[src/sv/float32_divide_truncating_defines.svh]
// ----------------------------------------------------------------------------
// float32_divide_truncating_defines
// Assertion macros used by the divider's checked file.
// ----------------------------------------------------------------------------
`ifndef FLOAT32_DIVIDE_TRUNCATING_DEFINES_SVH
`define FLOAT32_DIVIDE_TRUNCATING_DEFINES_SVH

// Implication checked on every rising clock edge outside reset.
`define FDT_ASSERT_IMP(lbl, clk, rst_n, ante, cons, msg) \
    lbl: assert property (@(posedge clk) disable iff (!rst_n) (ante) |-> (cons)) \
        else $error(msg);

// Next-cycle implication checked outside reset.
`define FDT_ASSERT_NEXT(lbl, clk, rst_n, ante, cons, msg) \
    lbl: assert property (@(posedge clk) disable iff (!rst_n) (ante) |=> (cons)) \
        else $error(msg);

`endif

[src/sv/fdt_pkg.sv]
// ----------------------------------------------------------------------------
// fdt_pkg
// Shared constants and types for the truncating single-precision divider.
// ----------------------------------------------------------------------------
package fdt_pkg;
    localparam int FRAC_BITS = 23;
    localparam int MANT_W    = 24;
    localparam int EXP_W     = 8;
    localparam int EXPS_W    = 10;
    localparam int QUO_W     = 24;
    localparam int STAT_W    = 2;
    localparam int STAGE_BITS_DEF = 2;

    localparam logic [STAT_W-1:0] ST_OK    = 2'd0;
    localparam logic [STAT_W-1:0] ST_DIV0  = 2'd1;
    localparam logic [STAT_W-1:0] ST_OVF   = 2'd2;
    localparam logic [STAT_W-1:0] ST_UNF   = 2'd3;

    // Per-word side information carried down the divider pipe.
    typedef struct packed {
        logic                     sign;
        logic signed [EXPS_W-1:0] exp;
        logic                     div0;
        logic                     zero;
    } t_side;
endpackage

[src/sv/float32_divide_truncating.sv]
// ----------------------------------------------------------------------------
// float32_divide_truncating
// Single-precision divide, truncated quotient, saturating exponent.
// ----------------------------------------------------------------------------
// Use: drive i_dividend_bits and i_divisor_bits with start high; a word is
// taken at any edge where start is high (busy is tied low: the pipe never
// blocks). Each word gives one result on o_quotient_bits / o_status with
// o_done high for exactly one cycle; the receiver cannot stall.
// Pipeline: 1 input register + ceil(23/STAGE_BITS) divider stages + 1 output
// register. Throughput is one word per cycle, set by the radix-2 stage chain
// (STAGE_BITS bits per stage).
// Quotient math: the dividend mantissa (hidden one forced) is divided by the
// divisor mantissa; the first quotient bit is the ma >= mb test at entry,
// and since the dividend mantissa is below twice the divisor, 23 more bits
// complete the 24-bit quotient.
// A zero top bit means one normalize shift and an exponent decrement.
// Reset (synchronous, active low) clears all valid bits; in-flight words
// are dropped. Status: 0 ok, 1 divide by zero, 2 overflow, 3 underflow.
// ----------------------------------------------------------------------------
`include "float32_divide_truncating_defines.svh"

module float32_divide_truncating #(
    parameter int STAGE_BITS = fdt_pkg::STAGE_BITS_DEF
) (
    input  logic                       i_clk,
    input  logic                       i_rst_n,
    input  logic                       start,
    output logic                       busy,
    input  logic [31:0]                i_dividend_bits,
    input  logic [31:0]                i_divisor_bits,
    output logic                       o_done,
    output logic [31:0]                o_quotient_bits,
    output logic [fdt_pkg::STAT_W-1:0] o_status
);
    import fdt_pkg::*;

    // 24 quotient bits; first comes from the ma >= mb test done at entry.
    localparam int NSTG = (QUO_W - 1 + STAGE_BITS - 1) / STAGE_BITS;
    localparam int BITS_DONE = 1 + NSTG * STAGE_BITS;
    localparam int EXTRA = BITS_DONE - QUO_W;

    logic              w_vld [NSTG+1];
    t_side             w_side[NSTG+1];
    logic [MANT_W:0]   w_rem [NSTG+1];
    logic [MANT_W-1:0] w_dvs [NSTG+1];
    logic [BITS_DONE-1:0] w_quo [NSTG+1];

    logic              r_vld;
    t_side             r_side;
    logic [MANT_W:0]   r_rem;
    logic [MANT_W-1:0] r_dvs;
    logic [BITS_DONE-1:0] r_quo;

    logic [MANT_W-1:0] n_ma, n_mb;
    t_side             n_side;

    assign busy = 1'b0;

    always_comb begin
        n_ma        = {1'b1, i_dividend_bits[FRAC_BITS-1:0]};
        n_mb        = {1'b1, i_divisor_bits[FRAC_BITS-1:0]};
        n_side.sign = i_dividend_bits[31] ^ i_divisor_bits[31];
        n_side.exp  = EXPS_W'(signed'({2'b00, i_dividend_bits[30:23]}))
                    - EXPS_W'(signed'({2'b00, i_divisor_bits[30:23]}))
                    + EXPS_W'(127);
        n_side.div0 = (i_divisor_bits[30:0] == '0);
        n_side.zero = (i_dividend_bits[30:0] == '0);
    end

    // Entry stage: first quotient bit and starting remainder.
    always_ff @(posedge i_clk) begin
        if (!i_rst_n) begin
            r_vld <= 1'b0;
        end else begin
            r_vld <= start;
        end
        r_side <= n_side;
        r_dvs  <= n_mb;
        if (n_ma >= n_mb) begin
            r_rem <= {1'b0, n_ma - n_mb};
            r_quo <= BITS_DONE'(1);
        end else begin
            r_rem <= {1'b0, n_ma};
            r_quo <= '0;
        end
    end

    assign w_vld[0]  = r_vld;
    assign w_side[0] = r_side;
    assign w_rem[0]  = r_rem;
    assign w_dvs[0]  = r_dvs;
    assign w_quo[0]  = r_quo;

    for (genvar g = 0; g < NSTG; g++) begin : g_stg
        fdt_div_stage #(.STAGE_BITS(STAGE_BITS), .QACC_W(BITS_DONE)) u_stg (
            .i_clk  (i_clk),
            .i_rst_n(i_rst_n),
            .i_vld  (w_vld[g]),
            .i_side (w_side[g]),
            .i_rem  (w_rem[g]),
            .i_dvs  (w_dvs[g]),
            .i_quo  (w_quo[g]),
            .o_vld  (w_vld[g+1]),
            .o_side (w_side[g+1]),
            .o_rem  (w_rem[g+1]),
            .o_dvs  (w_dvs[g+1]),
            .o_quo  (w_quo[g+1])
        );
    end

    // Extra bits developed past 24 (odd split) are dropped: truncation of
    // a longer quotient leaves the 24-bit truncated one.
    logic [QUO_W-1:0]         w_q;
    logic [FRAC_BITS-1:0]     w_frac;
    logic signed [EXPS_W-1:0] w_exp;
    t_side                    w_s;
    logic [31:0]              n_bits;
    logic [STAT_W-1:0]        n_stat;

    always_comb begin
        w_s = w_side[NSTG];
        w_q = w_quo[NSTG][EXTRA +: QUO_W];
        if (w_q[QUO_W-1]) begin
            w_frac = w_q[FRAC_BITS-1:0];
            w_exp  = w_s.exp;
        end else begin
            w_frac = {w_q[FRAC_BITS-2:0], 1'b0};
            w_exp  = w_s.exp - EXPS_W'(1);
        end
        if (w_s.div0) begin
            n_bits = '0;
            n_stat = ST_DIV0;
        end else if (w_s.zero) begin
            n_bits = '0;
            n_stat = ST_OK;
        end else if (w_exp >= EXPS_W'(255)) begin
            n_bits = {w_s.sign, 8'hFF, 23'd0};
            n_stat = ST_OVF;
        end else if (w_exp <= EXPS_W'(0)) begin
            n_bits = {w_s.sign, 31'd0};
            n_stat = ST_UNF;
        end else begin
            n_bits = {w_s.sign, w_exp[EXP_W-1:0], w_frac};
            n_stat = ST_OK;
        end
    end

    logic              r_done;
    logic [31:0]       r_bits;
    logic [STAT_W-1:0] r_stat;

    always_ff @(posedge i_clk) begin
        if (!i_rst_n) begin
            r_done <= 1'b0;
        end else begin
            r_done <= w_vld[NSTG];
        end
        r_bits <= n_bits;
        r_stat <= n_stat;
    end

    assign o_done          = r_done;
    assign o_quotient_bits = r_bits;
    assign o_status        = r_stat;

    `FDT_ASSERT_IMP(a_div0_zero, i_clk, i_rst_n, o_done && o_status == ST_DIV0, o_quotient_bits == 32'd0, "div by zero must give +0")
    `FDT_ASSERT_IMP(a_ovf_inf, i_clk, i_rst_n, o_done && o_status == ST_OVF, o_quotient_bits[30:0] == 31'h7F800000, "overflow must give infinity")
    `FDT_ASSERT_NEXT(a_done_follows, i_clk, i_rst_n, w_vld[NSTG], o_done, "result strobe lost")
endmodule

[src/sv/fdt_div_stage.sv]
// ----------------------------------------------------------------------------
// fdt_div_stage
// Restoring-division stage: STAGE_BITS quotient bits per register stage.
// ----------------------------------------------------------------------------
module fdt_div_stage #(
    parameter int STAGE_BITS = fdt_pkg::STAGE_BITS_DEF,
    parameter int QACC_W     = fdt_pkg::QUO_W
) (
    input  logic                      i_clk,
    input  logic                      i_rst_n,
    input  logic                      i_vld,
    input  fdt_pkg::t_side            i_side,
    input  logic [fdt_pkg::MANT_W:0]  i_rem,
    input  logic [fdt_pkg::MANT_W-1:0] i_dvs,
    input  logic [QACC_W-1:0]         i_quo,
    output logic                      o_vld,
    output fdt_pkg::t_side            o_side,
    output logic [fdt_pkg::MANT_W:0]  o_rem,
    output logic [fdt_pkg::MANT_W-1:0] o_dvs,
    output logic [QACC_W-1:0]         o_quo
);
    import fdt_pkg::*;

    logic [MANT_W:0]   n_rem;
    logic [QACC_W-1:0] n_quo;
    logic [MANT_W+1:0] w_sh;
    logic              r_vld;
    t_side             r_side;
    logic [MANT_W:0]   r_rem;
    logic [MANT_W-1:0] r_dvs;
    logic [QACC_W-1:0] r_quo;

    // Remainder stays below the divisor; shift in zero, compare, subtract.
    always_comb begin
        n_rem = i_rem;
        n_quo = i_quo;
        w_sh  = '0;
        for (int k = 0; k < STAGE_BITS; k++) begin
            w_sh  = {n_rem, 1'b0};
            n_quo = {n_quo[QACC_W-2:0], 1'b0};
            if (w_sh >= {2'b00, i_dvs}) begin
                w_sh     = w_sh - {2'b00, i_dvs};
                n_quo[0] = 1'b1;
            end
            n_rem = w_sh[MANT_W:0];
        end
    end

    always_ff @(posedge i_clk) begin
        if (!i_rst_n) begin
            r_vld <= 1'b0;
        end else begin
            r_vld <= i_vld;
        end
        r_side <= i_side;
        r_rem  <= n_rem;
        r_dvs  <= i_dvs;
        r_quo  <= n_quo;
    end

    assign o_vld  = r_vld;
    assign o_side = r_side;
    assign o_rem  = r_rem;
    assign o_dvs  = r_dvs;
    assign o_quo  = r_quo;
endmodule
[config.mk]
export PLATFORM = sky130hd
export DESIGN_NAME = float32_divide_truncating
export DESIGN_NICKNAME = d
export VERILOG_FILES = /design/src/sv/fdt_pkg.sv /design/src/sv/float32_divide_truncating.sv /design/src/sv/fdt_div_stage.sv
export VERILOG_INCLUDE_DIRS = /design/src /design/src/sv
export SDC_FILE = /design/constraint.sdc
export NUM_CORES = 2
export LEC_CHECK = 0
export CAP_MARGIN = 5
export CORE_MARGIN = 5
export CORE_UTILIZATION = 58
export DETAILED_ROUTE_END_ITERATION = 16
export DONT_BUFFER_PORTS = 1
export GPL_ROUTABILITY_DRIVEN = 0
export PLACE_DENSITY = 0.78
export SLEW_MARGIN = 30
export SYNTH_ARGS = -nofsm -noshare
export SYNTH_HDL_FRONTEND = slang
export SYNTH_SLANG_ARGS = --single-unit
[constraint.sdc]
create_clock -name i_clk -period 5.75 [get_ports i_clk]
set_clock_uncertainty 0.05 [all_clocks]
set_input_delay 0 -clock i_clk [delete_from_list [all_inputs] [get_ports i_clk]]
set_output_delay 0 -clock i_clk [all_outputs]
set_load 0.01 [all_outputs]
# After elaboration in Yosys (flattened, before gate mapping)
# Cells that the tools add are included.
dict set report word_totals {
  inputBits 67
  reg_bits 961
  elab_cells 237
}
dict set report op_classes {
  magnitude_cmp 27
  bitwise_logic 2
  reduce_logical 5
  n_mux 56
  addsub 27
}
# op n
set op_table {}
lappend op_table {{26-bit by 24-bit greater-or-equal comparator with 1-bit output} 23}
lappend op_table {{25-bit two-way mux} 23}
lappend op_table {{25-bit by 24-bit subtractor with 25-bit output} 23}
lappend op_table {{31-bit zero test} 2}
lappend op_table {{31-bit two-way mux} 2}
lappend op_table {{23-bit two-way mux} 2}
lappend op_table {{1-bit two-way mux} 26}
lappend op_table {{25-bit by 24-bit greater-or-equal comparator with 1-bit output} 1}
lappend op_table {{24-bit greater-or-equal comparator} 1}
lappend op_table {{24-bit subtractor} 1}
lappend op_table {{9-bit by 8-bit adder with 10-bit output (second input constant)} 1}
lappend op_table {{10-bit by 9-bit greater-or-equal comparator with 1-bit output (second input constant)} 1}
lappend op_table {{10-bit by 1-bit <= comparator with 1-bit output (second input constant)} 1}
lappend op_table {{10-bit two-way mux} 1}
lappend op_table {{10-bit by 2-bit subtractor with 10-bit output (second input constant)} 1}
lappend op_table {{8-bit by 8-bit subtractor with 9-bit output} 1}
lappend op_table {{5-bit OR reduction} 1}
lappend op_table {{2-bit two-way mux} 2}
lappend op_table {{4-bit OR reduction} 1}
lappend op_table {{2-bit OR reduction} 1}
lappend op_table {{1-bit NOT} 1}
lappend op_table {{1-bit XOR} 1}

# Depth between registers and ports, before layout
dict set report logic_depth {
  depth_word 6
  ltp_mapped 28
  depth_no_buf 24
}

# By module
# Synthesis repeated with hierarchy kept, for this count alone.
dict set report hier_totals {
  cells_unflattened 6786
  area_unflattened_um2 62496.2
}
# mod n_inst area_each_um2 cells_each
set modules_own_cells {}
lappend modules_own_cells {{fdt_div_stage at g_stg[0].u_stg ...} 11 4777.1 520}
lappend modules_own_cells {{fdt_div_stage at g_stg[2].u_stg} 1 5026.1 538}
lappend modules_own_cells {float32_divide_truncating 1 4922.2 528}

# Worst setup path before layout
# No wires, ideal clock.
dict set report synth_path {
  path_type {register to register}
  start {reg g_stg[1].u_stg.r_dvs[0]}
  end {reg g_stg[2].u_stg.r_rem[10]}
  stages_incl_launch_ff 27
  path_buffers 3
  synth_period_minus_slack_ns 6.111
  required_ns 5.579
  setup_ns 0.121
  t_arrival_ns 5.939
  slack_ns -0.361
  cell_sequence {dfxtp_1 -> inv_1 -> fa_1 -> a21o_1 -> a21oi_2 -> o21ai_1 -> a221oi_2 -> o311ai_1 -> a311o_1 -> a31oi_4 -> clkbuf_1 -> nand2_1 -> o31ai_1 -> ha_1 -> o21a_1 -> o21ai_0 -> o21bai_1 -> o2111ai_1 -> and2_1 -> a311oi_1 -> a21oi_1 -> and4_1 -> o31ai_1 -> nand2b_1 -> buf_6 -> buf_6 -> mux2_4}
}
dict set report synth_via {
  elab_chain_len 4
}
# item line_no
set synth_rtl {}
lappend synth_rtl {{start: declaration} fdt_div_stage.sv:30} ;# logic [MANT_W-1:0] r_dvs;
lappend synth_rtl {{start signal: assignment} fdt_div_stage.sv:57} ;# r_dvs <= i_dvs;
lappend synth_rtl {{25-bit by 24-bit subtractor with 25-bit output / 26-bit by 24-bit greater-or-equal comparator with 1-bit output (equally long branches)} {fdt_div_stage.sv:42, fdt_div_stage.sv:41}}
lappend synth_rtl {{25-bit two-way mux} fdt_div_stage.sv:41} ;# if (w_sh >= {2'b00, i_dvs}) begin
lappend synth_rtl {{25-bit by 24-bit subtractor with 25-bit output / 26-bit by 24-bit greater-or-equal comparator with 1-bit output (equally long branches)} {fdt_div_stage.sv:42, fdt_div_stage.sv:41}}
lappend synth_rtl {{25-bit two-way mux *} fdt_div_stage.sv:41}
lappend synth_rtl {{via g_stg[2].u_stg.w_sh[10]} fdt_div_stage.sv:26} ;# logic [MANT_W+1:0] w_sh;
lappend synth_rtl {{end signal: assignment} fdt_div_stage.sv:56} ;# r_rem <= n_rem;
lappend synth_rtl {{end: declaration} fdt_div_stage.sv:29} ;# logic [MANT_W:0] r_rem;
# Mark *: on every way through the listed nets, which the timed path passes. The rest lies on a longest branch.
# A chain may end at the register's enable or synchronous reset.

# Worst setup path after layout
dict set report layout_path {
  start {reg g_stg[1].u_stg.r_dvs[0]}
  end {reg g_stg[2].u_stg.r_rem[20]}
}
# The elaborated chain is that of the path after synthesis.

==> results.toml <==
[outcome]
status = "complete, but fails checks"
violations = "negative setup slack"

[logic_synthesis]
synth_area_leader_cell = "dfxtp_1"
ys_seq_elements = 960
synth_edf_count = 0
synth_cell_types = 103
synth.area.top_cells = "dfxtp_1, ha_1, xnor2_1"
synth_area_mm2 = 0.0534
yosys_warnings = 0
syn_nets = 6529
avgSynthCellArea_um2 = 9.06
syn_inst = 5899
yosys.area.top_type_share_pct = 36.0
synth_ff_type = "dfxtp_1"
ys_seq_area_share_pct = 36.0
async_reset_ff_share_pct = 0

[grt]
grt_pass1_wl_um = 223000
grt_max_degree = 40
antenna_found_initial = 4
grt_use_total_pct = 27.1
grt_pass1_vias = 44106
overflow = 0

[detailed_routing]
firstDrtPassIters = 8
via_per_inst = 5.96
wire_per_inst_um = 18.8
route.antenna.remaining_nets = 0
drt_iter0_drc = 3678
wirelength_um = 142000
num_vias = 45007
drc_errors = 0

[floorplanning]
die_w_um = 314
die-area_mm2 = 0.0983
die_height_um = 314
fp-row-count = 111
start_util_pct = 58.4
ios = 103
coreArea_mm2 = 0.0915

[worst_setup_path]
cp-end-kind = "register"
r2r_setup_slack_ns = -0.08
reg2reg_to = "g_stg[2].u_stg.o_rem[20]"
critical_path_class = "reg -> reg"
crit_start = "g_stg[1].u_stg.o_dvs[0]"
reg2reg_from = "g_stg[1].u_stg.o_dvs[0]"
start_kind = "register"
cpMostUsedCell = "a21oi_2"
critPathBufInv = 5
crit_family = "compound AO/OA/AOI/OAI gates"
r2r_cells = 26
required_ns = 6.23
cp_slowest_stage_delay_ns = 0.39
cp_slowest_cell = "fa_2"
cp.arrival_ns = 6.31
path_max_fanout = 12

[sta]
max_slew_margin_pct = 35.2
fmax_ghz = 0.172
drv_slew = 0
fin_crit_sh_pct = 101
layout_setup_ws_ns = -0.0801
setup_viol = 11
grt_setup_unrepaired = "true"
fin_crit_ns = 5.83
fin_setup_tns_ns = -0.561
worst-slew-pin-transition_ns = 0.963
hold_viol_final = 0

[finish]
final_common_cell = "dfxtp_1"
nNetsFinal = 6910
register_area_mm2 = 0.0192
syn_to_final_growth_pct = 17.3
mostFrequentLayoutCells = "dfxtp_1, ha_1, a21oi_1"
multi_input_area_mm2 = 0.0331
stdcell_area_mm2 = 0.0627
fill_cells = 6422
final_layout_size_suffix_gt1_share_pct = 14.3

[hold_path]
hold_path_end = "r_rem[20]"
worstHoldPathCells = 3
hp-class = "in -> reg"
hp-start = "i_dividend_bits[20]"

[placed_design]
hpwl_um = 100000
port_buffers = 0
place_area_mm2 = 0.0562

[run]
drv_cap = 0

[clock_tree]
cts_root_buffer = "clkbuf_16"
htreeDepth = 3
clock_path_buffers = 3
clk_latency_ns = 0.68
cts_inserted_buffers = 96
cts.reportedPaths.clkPinSlew_ns = 0.06
cts_sinks = 960
cts_tree = "built"
[worst register-to-register path, cell delays in order (launching register included)]
cell and delay (ns):
dfxtp_2 0.34, inv_2 0.05, fa_2 0.39, a21o_1 0.20, a21oi_2 0.16, o21ai_2 0.11, a221oi_4 0.35, o311ai_2 0.18
a311o_1 0.39, a31oi_4 0.22, buf_8 0.20, mux2_4 0.34, ha_4 0.22, nand2_2 0.07, a21oi_2 0.05, a211oi_4 0.30
o21ai_1 0.15, and2_4 0.21, a311oi_4 0.34, a21oi_2 0.11, and4_4 0.18, o31ai_4 0.27, buf_4 0.17, nand2b_4 0.08
buf_12 0.14, buf_16 0.15, mux2_4 0.30
[sequential cells by signal (all words and copies together) (netlist names)]
| signal | count |
|---|---|
| g_stg.u_stg.o_rem | 275 |
| g_stg.u_stg.o_dvs | 253 |
| g_stg.u_stg.o_quo | 167 |
| g_stg.u_stg.o_side | 156 |
| o_quotient_bits | 32 |
| r_rem | 24 |
| r_dvs | 23 |
| r_side | 13 |
| g_stg.u_stg.o_vld | 12 |
| o_status | 2 |
| o_done | 1 |
| r_quo | 1 |
| r_vld | 1 |
[repair_timing]
item / in CTS / in global routing
cloned: 3 / 2
hold endpoints to repair: 75 / 0
hold buffers: 125 / 0
setup endpoints to repair: 133 / 274
gates resized for setup: 31 / 261
pin swaps: 24 / 74
buffers inserted: 22 / 43
[per-stage QoR]
step / setup WS (ns) / utilization (%) / hold slack, ns / cells
2_1_floorplan: 0.00278 / - / -0.0223 / 5899
3_3_place_gp: -0.149 / 61.4 / -0.0221 / 7178
3_5_place_dp: -0.284 / 61.4 / -0.0221 / 7178
4_1_cts: 0.00202 / 67.0 / 0.00800 / 7507
5_1_grt: -0.215 / 68.5 / 0.0565 / 7548
6_report: -0.0801 / 68.5 / 0.0636 / 7548
[routing by layer]
layer	GRT usage, %	routed length [µm]	vias to the layer above
met4	10.9	6340	2
met1	32.9	57600	21209
met3	4.21	8660	469
met2	48.3	69400	1643
met5	0	13	-
li1	-	-	21684
[cell type report]
cell class                 count  area share [%]
timing repair inverter         1          0.0120
clock inverter                52            1.11
inverter                     476            2.87
antenna                        1         0.00399
multi-input combinational   4351            52.9
tap                         1186            2.37
clock buffer                 127            4.36
timing repair buffer         394            5.71
sequential                   960            30.7
[cells by family (layout without fill, tap and decap cells)]
logic type / count (synthesis) / in the layout / synth area share (%)
xor gates and xnor gates: 470 / 470 / 7.71
muxes: 324 / 324 / 6.85
buffers and inverters: 588 / 1050 / 4.35
other: 1 / 2 / 0.00702
and+or+nand+nor: 1375 / 1375 / 12.2
DFF: 960 / 960 / 36.0
adders and majority gates: 563 / 563 / 13.4
AOI/OAI and AO/OA: 1618 / 1618 / 19.6
[cell usage after synthesis (47+ instances only)]
cell type  instances
nor2b_1           68
o21ai_1           53
a21o_1           207
xor2_1           137
ha_1             550
nand2_1          380
a31oi_1           61
o21a_1            99
nor2_1           410
nand2b_1          68
o21bai_1          74
nand4_1           65
clkbuf_1          68
dfxtp_1          960
mux2_1           119
nand3_1           81
mux2_2           145
a211oi_1          47
nor3_1            87
inv_1            470
a21oi_1          499
xnor2_1          333
o21ai_0          282
and2_1            48
[worst max path at each step]
stage | cells past startpoint | slack, ns | endpoint
floorplan | 24 | 0.003 | g_stg[7].u_stg.o_rem[17]
global placement | 22 | -0.15 | g_stg[8].u_stg.o_rem[16]
detailed placement | 22 | -0.28 | g_stg[8].u_stg.o_rem[15]
CTS | 23 | 0.002 | g_stg[3].u_stg.o_rem[22]
global route | 28 | -0.22 | g_stg[2].u_stg.o_rem[15]
finish | 26 | -0.08 | g_stg[2].u_stg.o_rem[20]
Power is left out: the tool's default activity adds up to more than one toggle a clock period on the data nets, which glitch-free logic cannot reach.
